**config.mk**
```make
export PLATFORM = sky130hd
export DESIGN_NAME = gregorian_to_shamsi_date_core_flat
export DESIGN_NICKNAME = d
export VERILOG_FILES = /design/src/sv/gtsd_pkg.sv /design/src/sv/gtsd_in_if.sv /design/src/sv/gtsd_out_if.sv /design/src/sv/gtsd_day_count.sv /design/src/sv/gtsd_month_map.sv /design/src/sv/gregorian_to_shamsi_date_core.sv /design/src/flat_wrapper.sv
export SDC_FILE = /design/constraint.sdc
export NUM_CORES = 1
export LEC_CHECK = 0
export BUFFER_PORTS_ARGS = -buffer_cell sky130_fd_sc_hd__buf_2
export CAP_MARGIN = 20
export CORE_ASPECT_RATIO = 0.75
export CORE_MARGIN = 8
export CORE_UTILIZATION = 41
export CTS_CLUSTER_DIAMETER = 100
export DETAILED_ROUTE_END_ITERATION = 8
export PLACE_DENSITY_LB_ADDON = 0.2
export SYNTH_ARGS = -nofsm -noshare
export SYNTH_HDL_FRONTEND = slang
export SYNTH_SLANG_ARGS = --single-unit
```
**constraint.sdc**
```tcl
create_clock -name clk -period 16.72 [get_ports clk]
set_input_delay 0.836 -clock clk [delete_from_list [all_inputs] [get_ports clk]]
set_output_delay 0.836 -clock clk [all_outputs]
set_load 0.05 [all_outputs]
```
**src/sv/gtsd_pkg.sv**
```systemverilog
// shared types, constants and tables for the gregorian to shamsi date converter
package gtsd_pkg;

  localparam int unsigned YEAR_W  = 12;
  localparam int unsigned MONTH_W = 4;
  localparam int unsigned DAY_W   = 5;
  localparam int unsigned DOY_W   = 9;
  localparam int unsigned SYEAR_W = 13;

  typedef logic [DOY_W-1:0]          doy_t;
  typedef logic signed [SYEAR_W-1:0] syear_t;

  // day of the shamsi year and the signed shamsi year, between the two halves
  typedef struct packed {
    syear_t syear;
    doy_t   doy;
  } day_count_t;

  // days before each gregorian month in a common year, index 12 is a full year
  localparam doy_t GREG_START [13] = '{
    9'd0,   9'd31,  9'd59,  9'd90,  9'd120, 9'd151, 9'd181,
    9'd212, 9'd243, 9'd273, 9'd304, 9'd334, 9'd365
  };

  localparam doy_t SHAM_START [12] = '{
    9'd0,   9'd31,  9'd62,  9'd93,  9'd124, 9'd155,
    9'd186, 9'd216, 9'd246, 9'd276, 9'd306, 9'd336
  };

  // last day of each shamsi month, esfand as in a common year
  localparam doy_t SHAM_END [12] = '{
    9'd31,  9'd62,  9'd93,  9'd124, 9'd155, 9'd186,
    9'd216, 9'd246, 9'd276, 9'd306, 9'd336, 9'd365
  };

  localparam int unsigned LAST_MONTH = 11;
  localparam int unsigned FEB_INDEX  = 2;

  localparam doy_t GREG_LEAP_THR   = 9'd80;
  localparam doy_t GREG_COMMON_THR = 9'd79;
  localparam doy_t NEW_YEAR_SHIFT  = 9'd286;

  // divisibility by 25: y * inv(25) mod 2^12 stays at or below 4095 / 25
  localparam logic [YEAR_W-1:0] INV25   = 12'd3113;
  localparam logic [YEAR_W-1:0] Q25_MAX = 12'd163;

  localparam syear_t EPOCH_AFTER  = 13'sd621;
  localparam syear_t EPOCH_BEFORE = 13'sd622;

  localparam syear_t SH_BASE_POS = 13'sd474;
  localparam syear_t SH_BASE_NEG = 13'sd473;
  localparam syear_t SH_CYCLE    = 13'sd2820;

  localparam int unsigned SH_LEAP_NUM = 682;
  localparam int unsigned SH_LEAP_DEN = 2816;
  // 682 * k mod 2816 repeats every 2816 / gcd(682, 2816) = 128 values of k
  localparam int unsigned SH_LEAP_PERIOD = 128;
  localparam int unsigned SH_IDX_W       = 7;
  localparam int unsigned SH_POS_W       = 12;

  function automatic logic [SH_LEAP_PERIOD-1:0] sham_leap_table();
    logic [SH_LEAP_PERIOD-1:0] tbl;
    int unsigned acc;
    tbl = '0;
    acc = 0;
    for (int t = 0; t < SH_LEAP_PERIOD; t++) begin
      tbl[t] = (acc < SH_LEAP_NUM);
      acc = acc + SH_LEAP_NUM;
      if (acc >= SH_LEAP_DEN) begin
        acc = acc - SH_LEAP_DEN;
      end
    end
    return tbl;
  endfunction

  // indexed by the cycle position mod 128 (the +474+38 offset is a multiple of 128)
  localparam logic [SH_LEAP_PERIOD-1:0] SH_LEAP_TBL = sham_leap_table();

endpackage

```
**src/sv/gtsd_in_if.sv**
```systemverilog
// request channel carrying one gregorian date
interface gtsd_in_if
  import gtsd_pkg::*;
();
  logic               valid;
  logic               ready;
  logic [YEAR_W-1:0]  greg_year;
  logic [MONTH_W-1:0] greg_month;
  logic [DAY_W-1:0]   greg_day;

  modport source (output valid, output greg_year, output greg_month, output greg_day,
                  input ready);
  modport sink   (input valid, input greg_year, input greg_month, input greg_day,
                  output ready);
endinterface

```
**src/sv/gtsd_out_if.sv**
```systemverilog
// result channel carrying one shamsi date
interface gtsd_out_if
  import gtsd_pkg::*;
();
  logic               valid;
  logic               ready;
  logic [YEAR_W-1:0]  shamsi_year;
  logic [MONTH_W-1:0] shamsi_month;
  logic [DAY_W-1:0]   shamsi_day;

  modport source (output valid, output shamsi_year, output shamsi_month,
                  output shamsi_day, input ready);
  modport sink   (input valid, input shamsi_year, input shamsi_month,
                  input shamsi_day, output ready);
endinterface

```
**src/sv/gtsd_day_count.sv**
```systemverilog
// gregorian day of year, leap rule and shift to the shamsi new year
module gtsd_day_count
  import gtsd_pkg::*;
(
  input  logic [YEAR_W-1:0]  greg_year,
  input  logic [MONTH_W-1:0] greg_month,
  input  logic [DAY_W-1:0]   greg_day,
  output day_count_t         dc
);

  logic [2*YEAR_W-1:0] prod;
  logic                div4;
  logic                div25;
  logic                div100;
  logic                div400;
  logic                gleap;
  logic [3:0]          prior_months;
  doy_t                doy;
  doy_t                thr;
  syear_t              gy_s;

  always_comb begin
    prod   = (2*YEAR_W)'(greg_year) * (2*YEAR_W)'(INV25);
    div25  = (prod[YEAR_W-1:0] <= Q25_MAX);
    div4   = (greg_year[1:0] == 2'b00);
    div100 = div4 && div25;
    div400 = div25 && (greg_year[3:0] == 4'b0000);
    gleap  = (div4 && !div100) || div400;

    // month zero counts like january, months past twelve count the whole year
    if (greg_month == 4'd0) begin
      prior_months = 4'd0;
    end else if (greg_month >= 4'd13) begin
      prior_months = 4'd12;
    end else begin
      prior_months = greg_month - 4'd1;
    end

    doy = GREG_START[prior_months] + doy_t'(greg_day)
        + doy_t'(gleap && (prior_months >= 4'(FEB_INDEX)));
    thr  = gleap ? GREG_LEAP_THR : GREG_COMMON_THR;
    gy_s = syear_t'({1'b0, greg_year});

    if (doy > thr) begin
      dc.doy   = doy - thr;
      dc.syear = gy_s - EPOCH_AFTER;
    end else begin
      dc.doy   = doy + NEW_YEAR_SHIFT;
      dc.syear = gy_s - EPOCH_BEFORE;
    end
  end

endmodule

```
**src/sv/gtsd_month_map.sv**
```systemverilog
// shamsi leap test and placement of the day count in the month table
module gtsd_month_map
  import gtsd_pkg::*;
(
  input  day_count_t         dc,
  output logic [YEAR_W-1:0]  shamsi_year,
  output logic [MONTH_W-1:0] shamsi_month,
  output logic [DAY_W-1:0]   shamsi_day
);

  syear_t              base;
  syear_t              folded;
  logic [SH_POS_W-1:0] cyc_pos;
  logic                sleap;
  doy_t                end_day;

  always_comb begin
    base = dc.syear - ((dc.syear > 13'sd0) ? SH_BASE_POS : SH_BASE_NEG);

    // floor mod 2820, base lies within 2820 of either end of the range, so a single fold suffices
    if (base < 13'sd0) begin
      folded = base + SH_CYCLE;
    end else if (base >= SH_CYCLE) begin
      folded = base - SH_CYCLE;
    end else begin
      folded = base;
    end
    cyc_pos = folded[SH_POS_W-1:0];
    sleap   = SH_LEAP_TBL[cyc_pos[SH_IDX_W-1:0]];

    shamsi_year  = dc.syear[YEAR_W-1:0];
    shamsi_month = '0;
    shamsi_day   = '0;
    end_day      = '0;
    // descending so the first month that holds the day wins
    for (int i = LAST_MONTH; i >= 0; i--) begin
      end_day = SHAM_END[i] + doy_t'((i == LAST_MONTH) && sleap);
      if (dc.doy <= end_day) begin
        shamsi_month = MONTH_W'(i + 1);
        shamsi_day   = DAY_W'(dc.doy - SHAM_START[i]);
      end
    end
  end

endmodule

```
**src/sv/gregorian_to_shamsi_date_core.sv**
```systemverilog
// gregorian to shamsi date converter top level
// request accept to result valid passes the input register, then the result register
// throughput: one request per cycle, limited only by the result side's ready
// the conversion is one combinational pass between the two registers
// rst is synchronous active high and clears both valid flags, payload is not reset
module gregorian_to_shamsi_date_core
  import gtsd_pkg::*;
(
  input  logic        clk,
  input  logic        rst,
  gtsd_in_if.sink     din,
  gtsd_out_if.source  dout
);

  logic               s1_valid;
  logic [YEAR_W-1:0]  s1_year;
  logic [MONTH_W-1:0] s1_month;
  logic [DAY_W-1:0]   s1_day;

  logic               out_valid;
  logic [YEAR_W-1:0]  out_year;
  logic [MONTH_W-1:0] out_month;
  logic [DAY_W-1:0]   out_day;

  logic               advance;
  day_count_t         dc;
  logic [YEAR_W-1:0]  res_year;
  logic [MONTH_W-1:0] res_month;
  logic [DAY_W-1:0]   res_day;

  assign advance   = !out_valid || dout.ready;
  assign din.ready = !s1_valid || advance;

  always_ff @(posedge clk) begin
    if (rst) begin
      s1_valid <= 1'b0;
    end else if (din.ready) begin
      s1_valid <= din.valid;
    end
  end

  always_ff @(posedge clk) begin
    if (din.ready && din.valid) begin
      s1_year  <= din.greg_year;
      s1_month <= din.greg_month;
      s1_day   <= din.greg_day;
    end
  end

  gtsd_day_count u_day_count (
    .greg_year  (s1_year),
    .greg_month (s1_month),
    .greg_day   (s1_day),
    .dc         (dc)
  );

  gtsd_month_map u_month_map (
    .dc           (dc),
    .shamsi_year  (res_year),
    .shamsi_month (res_month),
    .shamsi_day   (res_day)
  );

  always_ff @(posedge clk) begin
    if (rst) begin
      out_valid <= 1'b0;
    end else if (advance) begin
      out_valid <= s1_valid;
    end
  end

  always_ff @(posedge clk) begin
    if (advance && s1_valid) begin
      out_year  <= res_year;
      out_month <= res_month;
      out_day   <= res_day;
    end
  end

  assign dout.valid        = out_valid;
  assign dout.shamsi_year  = out_year;
  assign dout.shamsi_month = out_month;
  assign dout.shamsi_day   = out_day;

endmodule

```
**src/flat_wrapper.sv**
```systemverilog
// flat-port wrapper written by rule: the top's interface ports become plain ports
module gregorian_to_shamsi_date_core_flat import gtsd_pkg::*;
  (clk, rst, din_valid, din_greg_year, din_greg_month, din_greg_day, din_ready, dout_valid, dout_shamsi_year, dout_shamsi_month, dout_shamsi_day, dout_ready);
  gtsd_in_if din_i ();
  gtsd_out_if dout_i ();
  input  logic clk;
  input  logic rst;
  input wire logic [$bits(din_i.valid)-1:0] din_valid;
  input wire logic [$bits(din_i.greg_year)-1:0] din_greg_year;
  input wire logic [$bits(din_i.greg_month)-1:0] din_greg_month;
  input wire logic [$bits(din_i.greg_day)-1:0] din_greg_day;
  output wire logic [$bits(din_i.ready)-1:0] din_ready;
  output wire logic [$bits(dout_i.valid)-1:0] dout_valid;
  output wire logic [$bits(dout_i.shamsi_year)-1:0] dout_shamsi_year;
  output wire logic [$bits(dout_i.shamsi_month)-1:0] dout_shamsi_month;
  output wire logic [$bits(dout_i.shamsi_day)-1:0] dout_shamsi_day;
  input wire logic [$bits(dout_i.ready)-1:0] dout_ready;
  assign din_i.valid = din_valid;
  assign din_i.greg_year = din_greg_year;
  assign din_i.greg_month = din_greg_month;
  assign din_i.greg_day = din_greg_day;
  assign din_ready = din_i.ready;
  assign dout_valid = dout_i.valid;
  assign dout_shamsi_year = dout_i.shamsi_year;
  assign dout_shamsi_month = dout_i.shamsi_month;
  assign dout_shamsi_day = dout_i.shamsi_day;
  assign dout_i.ready = dout_ready;
  gregorian_to_shamsi_date_core u_core (.clk(clk), .rst(rst), .din(din_i), .dout(dout_i));
endmodule
```
==> impl_metrics.toml, run 1 <==
[cts]
ctsHoldBuffers = 0
cts-root-buf = "clkbuf_16"
cts_tree = "built"
cts_setup_buffers = 0
clk_pin_slew_ns = 0.07
cts_made_buffers = 5
cts.sinks = 44
cts_resized = 0
htree_levels = 2
clk_latency_ns = 0.30
clockBufferDepth = 2

[yosys]
ys_top_cells_by_area = "edfxtp_1 21%, ha_1 14%, a21oi_1 3.9%"
yosysSeqAreaShare_pct = 21.7
yosysMostFrequentCell = "ha_1"
synth_common_cells = "65 x ha_1, 58 x nand2_1, 55 x nor2_1"
syn-cell-area_um2 = 6010
syn-num-nets = 817
synth-edff-count = 42
syn_area_per_cell_um2 = 8.38
yosysWarnings = 0
ys_types = 90
synth_top_area_share_pct = 21.0
syn_inst = 717
ys_ff_latch = 44
ys.flop_type = "edfxtp_1"
yosys.area.top_type = "edfxtp_1"
async_flop_share_pct = 0

[grt]
track_usage_pct = 17.9
grt-ovfl-total = 0
grt_max_degree = 22
grt_first_pass_wirelength_um = 27600
grt_pass1_vias = 5499
antenna_found_initial = 0

[critical_path]
worstSetupPathType = "flip-flop to flip-flop"
crit-reg2reg-launch = "u_core.s1_year[3]"
slowest_stage = "o21ai_1"
cp-startpoint = "u_core.s1_year[3]"
crit_path_end_kind = "flip-flop"
cp.arrival_ns = 14.59
worstPathRequired_ns = 16.75
cpPeakStageDelay_ns = 0.78
worstPathMaxFanout = 11
start_kind = "flip-flop"
crit_top_cell = "a21oi_1"

[floorplanning]
die-area_um2 = 18800
ios = 48
start_util_pct = 41.7
core_area_um2 = 14400
die-width_um = 156
die_h_um = 121
std_cell_rows = 38

[pwr]
p_switching_w = 0.000694
power.leakage_nw = 2.72
total_power_w = 0.00125
p_per_area_nw_per_um2 = 188
clkPwrFrac_pct = 8.0
power_frac_comb_pct = 79.0
p_int_w = 0.000551
seqPwrFrac_pct = 13.0
swShare_pct = 55.8
worst_ir_drop_vdd_mv = 0.0820

[placed_design]
dp_hpwl_um = 13300
gp_congestion = 0.924
dpl_cell_area_um2 = 6450
numPortBuffers = 47

[sta]
worstMarginPinSlew_ns = 1.05
fmax_ghz = 0.0687
min_period_over_period_pct = 87.1
slew_violations = 0
grt_setup_unrepaired = "false"
slew_headroom_pct = 29.9
setup_viol = 0
finalSetupTns_ns = 0
fin_crit_ns = 14.56
skew_ns = 0.00646
hold_violations = 0

[detailed_routing]
vias = 5830
totalWireLength_um = 17000
ant_nets = 0
drc = 0
first_iter_violations = 486
viasPerCell = 6.07
wire_per_inst_um = 17.7
firstDrtPassIters = 6

[min_path]
hold_path_class = "flip-flop to flip-flop"
hold_start = "u_core.s1_valid"

[cells_and_area]
area_growth_pct = 10.1
final_nets = 859
drive_gt1_share_pct = 12.6
diodes = 0
finalInstanceArea_um2 = 6620

[flow_run]
cap_violations = 0

[outcome]
outcome = "finished clean"
-- path summary, 6_finish.rpt --
path	to	depth (start not counted)	slack, ns
worst max-delay path	u_core.dout.shamsi_day[1]	60	2.16
worst min register to register	u_core.dout.valid	2	0.52
worst max register to register	u_core.dout.shamsi_day[1]	60	2.16
worst min-delay path	u_core.dout.valid	2	0.52
-- routing by layer --
layer	track usage, %	wire length [µm]	up-vias
met2	28.3	7550	248
met4	5.02	280	0
met1	24.2	7870	2782
met3	3.74	1250	25
met5	0	0	-
li1	-	-	2775
-- registers in the layout (all words and copies together) (netlist names) --
name	cells
u_core.dout.valid	1
u_core.s1_valid	1
u_core.dout.shamsi_year	12
u_core.s1_day	5
u_core.s1_month	4
u_core.dout.shamsi_month	4
u_core.s1_year	12
u_core.dout.shamsi_day	5
-- per-stage QoR --
| step | worst slack, ns | hold slack, ns | instances | utilization [%] |
|---|---|---|---|---|
| 3_5_place_dp | 2.46 | 0.512 | 951 | 44.8 |
| 3_3_place_gp | 3.09 | 0.499 | 950 | 44.7 |
| 6_report | 2.16 | 0.524 | 960 | 45.9 |
| 2_1_floorplan | 4.69 | 0.478 | 717 | - |
| 5_1_grt | 0.947 | 0.559 | 960 | 45.9 |
| 4_1_cts | 2.38 | 0.528 | 959 | 45.8 |
-- cells in the final DEF (no fill, tap or decap), types with 12 or more instances in the layout --
| cell | netlist | final |
|---|---|---|
| a21oi_1 | 47 | 47 |
| a31oi_1 | 21 | 21 |
| buf_2 | 2 | 47 |
| edfxtp_1 | 42 | 42 |
| ha_1 | 65 | 65 |
| inv_1 | 49 | 49 |
| nand2_1 | 58 | 58 |
| nand3_1 | 23 | 23 |
| nor2_1 | 55 | 55 |
| nor3_1 | 18 | 18 |
| o211ai_1 | 14 | 14 |
| o21ai_0 | 43 | 43 |
| xnor2_1 | 25 | 25 |
| xor2_1 | 12 | 12 |
-- final cells by class --
| cell class | count | area, µm² |
|---|---|---|
| multi-input combinational | 601 | 4420 |
| fill | 1419 | 7790 |
| timing repair buffer | 52 | 300 |
| clock buffer | 7 | 133 |
| clock inverter | 1 | 5.00 |
| tap | 200 | 250 |
| inverter | 55 | 211 |
| sequential | 44 | 1300 |
-- power groups by stage --
stage	Combinational [W]	Clock [W]	Sequential, W
global route	0.00108	0.000107	0.000164
detailed placement	0.000956	0	0.000163
CTS	0.000961	0.000103	0.000162
global placement	0.000942	0	0.000164
finish	0.000983	0.000100	0.000162
floorplan	0.000688	0	0.000206
-- kinds of logic after synthesis --
group / after synthesis / synth area share (%)
multiplexers: 12 / 2.14
adder cells (fa/ha/maj): 75 / 16.9
flip-flops: 44 / 21.7
AND/OR/NAND/NOR: 235 / 19.9
AO/OA/AOI/OAI: 238 / 27.9
buffers and inverters: 72 / 4.87
XOR/XNOR: 41 / 6.66
-- critical path: cells and delay by family (launching register included) --
| kind | cells | cell delay [ns] |
|---|---|---|
| AO/OA/AOI/OAI | 28 | 6.58 |
| XOR/XNOR | 3 | 0.76 |
| adder cells (fa/ha/maj) | 9 | 3.28 |
| buffers and inverters | 7 | 0.66 |
| flip-flops | 1 | 0.55 |
| AND/OR/NAND/NOR | 13 | 2.43 |
(Power assumes the default switching activity.)
==> run 2, diff against run 1 <==
--- a/config.mk
+++ b/config.mk
@@ -8,7 +8,7 @@
 export BUFFER_PORTS_ARGS = -buffer_cell sky130_fd_sc_hd__buf_2
 export CAP_MARGIN = 20
 export CORE_ASPECT_RATIO = 0.75
-export CORE_MARGIN = 8
+export CORE_MARGIN = 2
 export CORE_UTILIZATION = 41
 export CTS_CLUSTER_DIAMETER = 100
 export DETAILED_ROUTE_END_ITERATION = 8
==> run 2 against run 1 <==
Compared with the run above: sequential share of layout area is 0.063 points higher; power is 0.49% lower; flip-flop and latch count stayed put; die area is 17% lower; register-to-register slack worse by 0.07 ns; sequential power hardly changed; cell count stayed put; first-iteration DRC count is 4.9% higher; final area is 0.32% lower; wire length is 2.9% lower; count of clock-buffer cells in the layout stayed put; clock skew is 0.00068 ns higher; critical path type unchanged; largest cell class unchanged; highest routed layer unchanged.
==> impl_metrics.toml, run 2 (synthesis results as in run 1) <==
[outcome]
outcome = "finished clean"

[min_path]
min_path_cells = 2
hold_path_class = "flip-flop to flip-flop"
hold_start = "u_core.s1_valid"
min_to = "u_core.dout.valid"

[pwr]
p_per_area_nw_per_um2 = 188
total_power_w = 0.00124
p_switching_w = 0.000687
p_int_w = 0.000552
power_frac_comb_pct = 78.7
swShare_pct = 55.5
seqPwrFrac_pct = 13.1
worst_ir_drop_vdd_mv = 0.0823
power.leakage_nw = 2.71
clkPwrFrac_pct = 8.2

[sta]
grt_setup_unrepaired = "false"
fmax_ghz = 0.0684
finalSetupTns_ns = 0
skew_ns = 0.00714
worstMarginPinSlew_ns = 1.02
setup_ws_ns = 2.09
slew_violations = 0
fin_crit_ns = 14.63
min_period_over_period_pct = 87.5
slew_headroom_pct = 31.6
hold_violations = 0
setup_viol = 0

[critical_path]
slowest_stage = "o21ai_1"
worstPathMaxFanout = 11
crit-reg2reg-launch = "u_core.s1_year[3]"
cpPeakStageDelay_ns = 0.78
worstPathRequired_ns = 16.77
worstSetupPathType = "flip-flop to flip-flop"
crit_path_end_kind = "flip-flop"
rrSetupSlack_ns = 2.09
start_kind = "flip-flop"
rr_worst_depth = 59
crit_top_cell = "inv_1"
r2r-end = "u_core.dout.shamsi_day[1]"
cp.arrival_ns = 14.68

[cts]
cts_setup_buffers = 0
htree_levels = 2
cts-root-buf = "clkbuf_16"
ctsHoldBuffers = 0
cts_made_buffers = 5
cts_resized = 0
cts.sinks = 44
clockBufferDepth = 2
cts_tree = "built"
clk_latency_ns = 0.31
clk_pin_slew_ns = 0.07

[cells_and_area]
seq_area_um2 = 1300
final_cells = 960
diodes = 0
final_cell_mix = "65 x ha_1, 58 x nand2_1, 55 x nor2_1"
multi_input_area_um2 = 4420
final_nets = 859
drive_gt1_share_pct = 12.5
final_common_cell = "ha_1"
post-route-util_pct = 45.8
area_growth_pct = 9.79
n_fill_cell = 1405

[floorplanning]
start_util_pct = 41.7
ios = 48
die-area_um2 = 15700
std_cell_rows = 38
die-width_um = 144
core_area_um2 = 14400
die_h_um = 109

[placed_design]
numPortBuffers = 47
gp_congestion = 0.914
dp_cells = 952
pre_cts_ws_ns = 2.38
dp_hpwl_um = 12800

[detailed_routing]
wire_per_inst_um = 17.1
ant_nets = 0
first_iter_violations = 510
drc = 0
firstDrtPassIters = 5
viasPerCell = 5.93
totalWireLength_um = 16500
vias = 5695

[grt]
grt_pass1_vias = 5368
grt_max_degree = 22
antenna_found_initial = 0
grt-ovfl-total = 0
grt_first_pass_wirelength_um = 27100
track_usage_pct = 21.8

[flow_run]
cap_violations = 0
[run 2: worst max-delay path by stage]
stage	slack, ns	start	endpoint	depth (start not counted)
after floorplan	4.69	u_core.s1_year[3]	u_core.dout.shamsi_day[1]	60
after global placement	2.99	u_core.s1_year[3]	u_core.dout.shamsi_day[1]	59
after detailed placement	2.38	u_core.s1_year[3]	u_core.dout.shamsi_day[1]	59
after CTS	2.30	u_core.s1_year[3]	u_core.dout.shamsi_day[1]	59
after global routing	0.95	u_core.s1_year[3]	u_core.dout.shamsi_day[1]	59
final	2.09	u_core.s1_year[3]	u_core.dout.shamsi_day[1]	59
[run 2: worst max-delay path, delay by kind of cell (launching register included)]
kind,cells,cell delay [ns]
compound gates,28,7.04
flops,1,0.56
buf+inv,7,0.66
fa+ha+maj,10,3.59
xor+xnor,3,0.60
simple gates,11,1.92
[run 2: final cells by class]
| cell class | instances | area share [%] |
|---|---|---|
| Tap cell | 200 | 3.79 |
| Clock inverter | 1 | 0.0569 |
| Clock buffer | 7 | 2.01 |
| Inverter | 55 | 3.21 |
| Multi-Input combinational cell | 601 | 67.0 |
| Timing Repair Buffer | 52 | 4.25 |
| Sequential cell | 44 | 19.7 |
[run 2: per-stage QoR]
stage | instance area, µm² | hold WS (ns)
4_1_cts | 6600 | 0.519
3_5_place_dp | 6460 | 0.515
6_report | 6600 | 0.521
3_3_place_gp | 6450 | 0.498
5_1_grt | 6600 | 0.564
2_1_floorplan | 6010 | 0.478
[run 2: routing by layer]
metal	vias to the layer above	track usage, %	wire, µm
met1	2689	30.9	8140
met3	19	3.86	988
met2	203	34.1	7110
met5	-	0	0
met4	0	6.16	217
li1	2784	-	-
[run 2: power by group through the flow]
stage	Combinational (W)	Sequential, W	Clock, W
after detailed placement	0.000952	0.000164	0
after floorplan	0.000688	0.000206	0
after CTS	0.000959	0.000162	0.000105
after global routing	0.00108	0.000164	0.000107
after global placement	0.000948	0.000164	0
final	0.000975	0.000162	0.000102
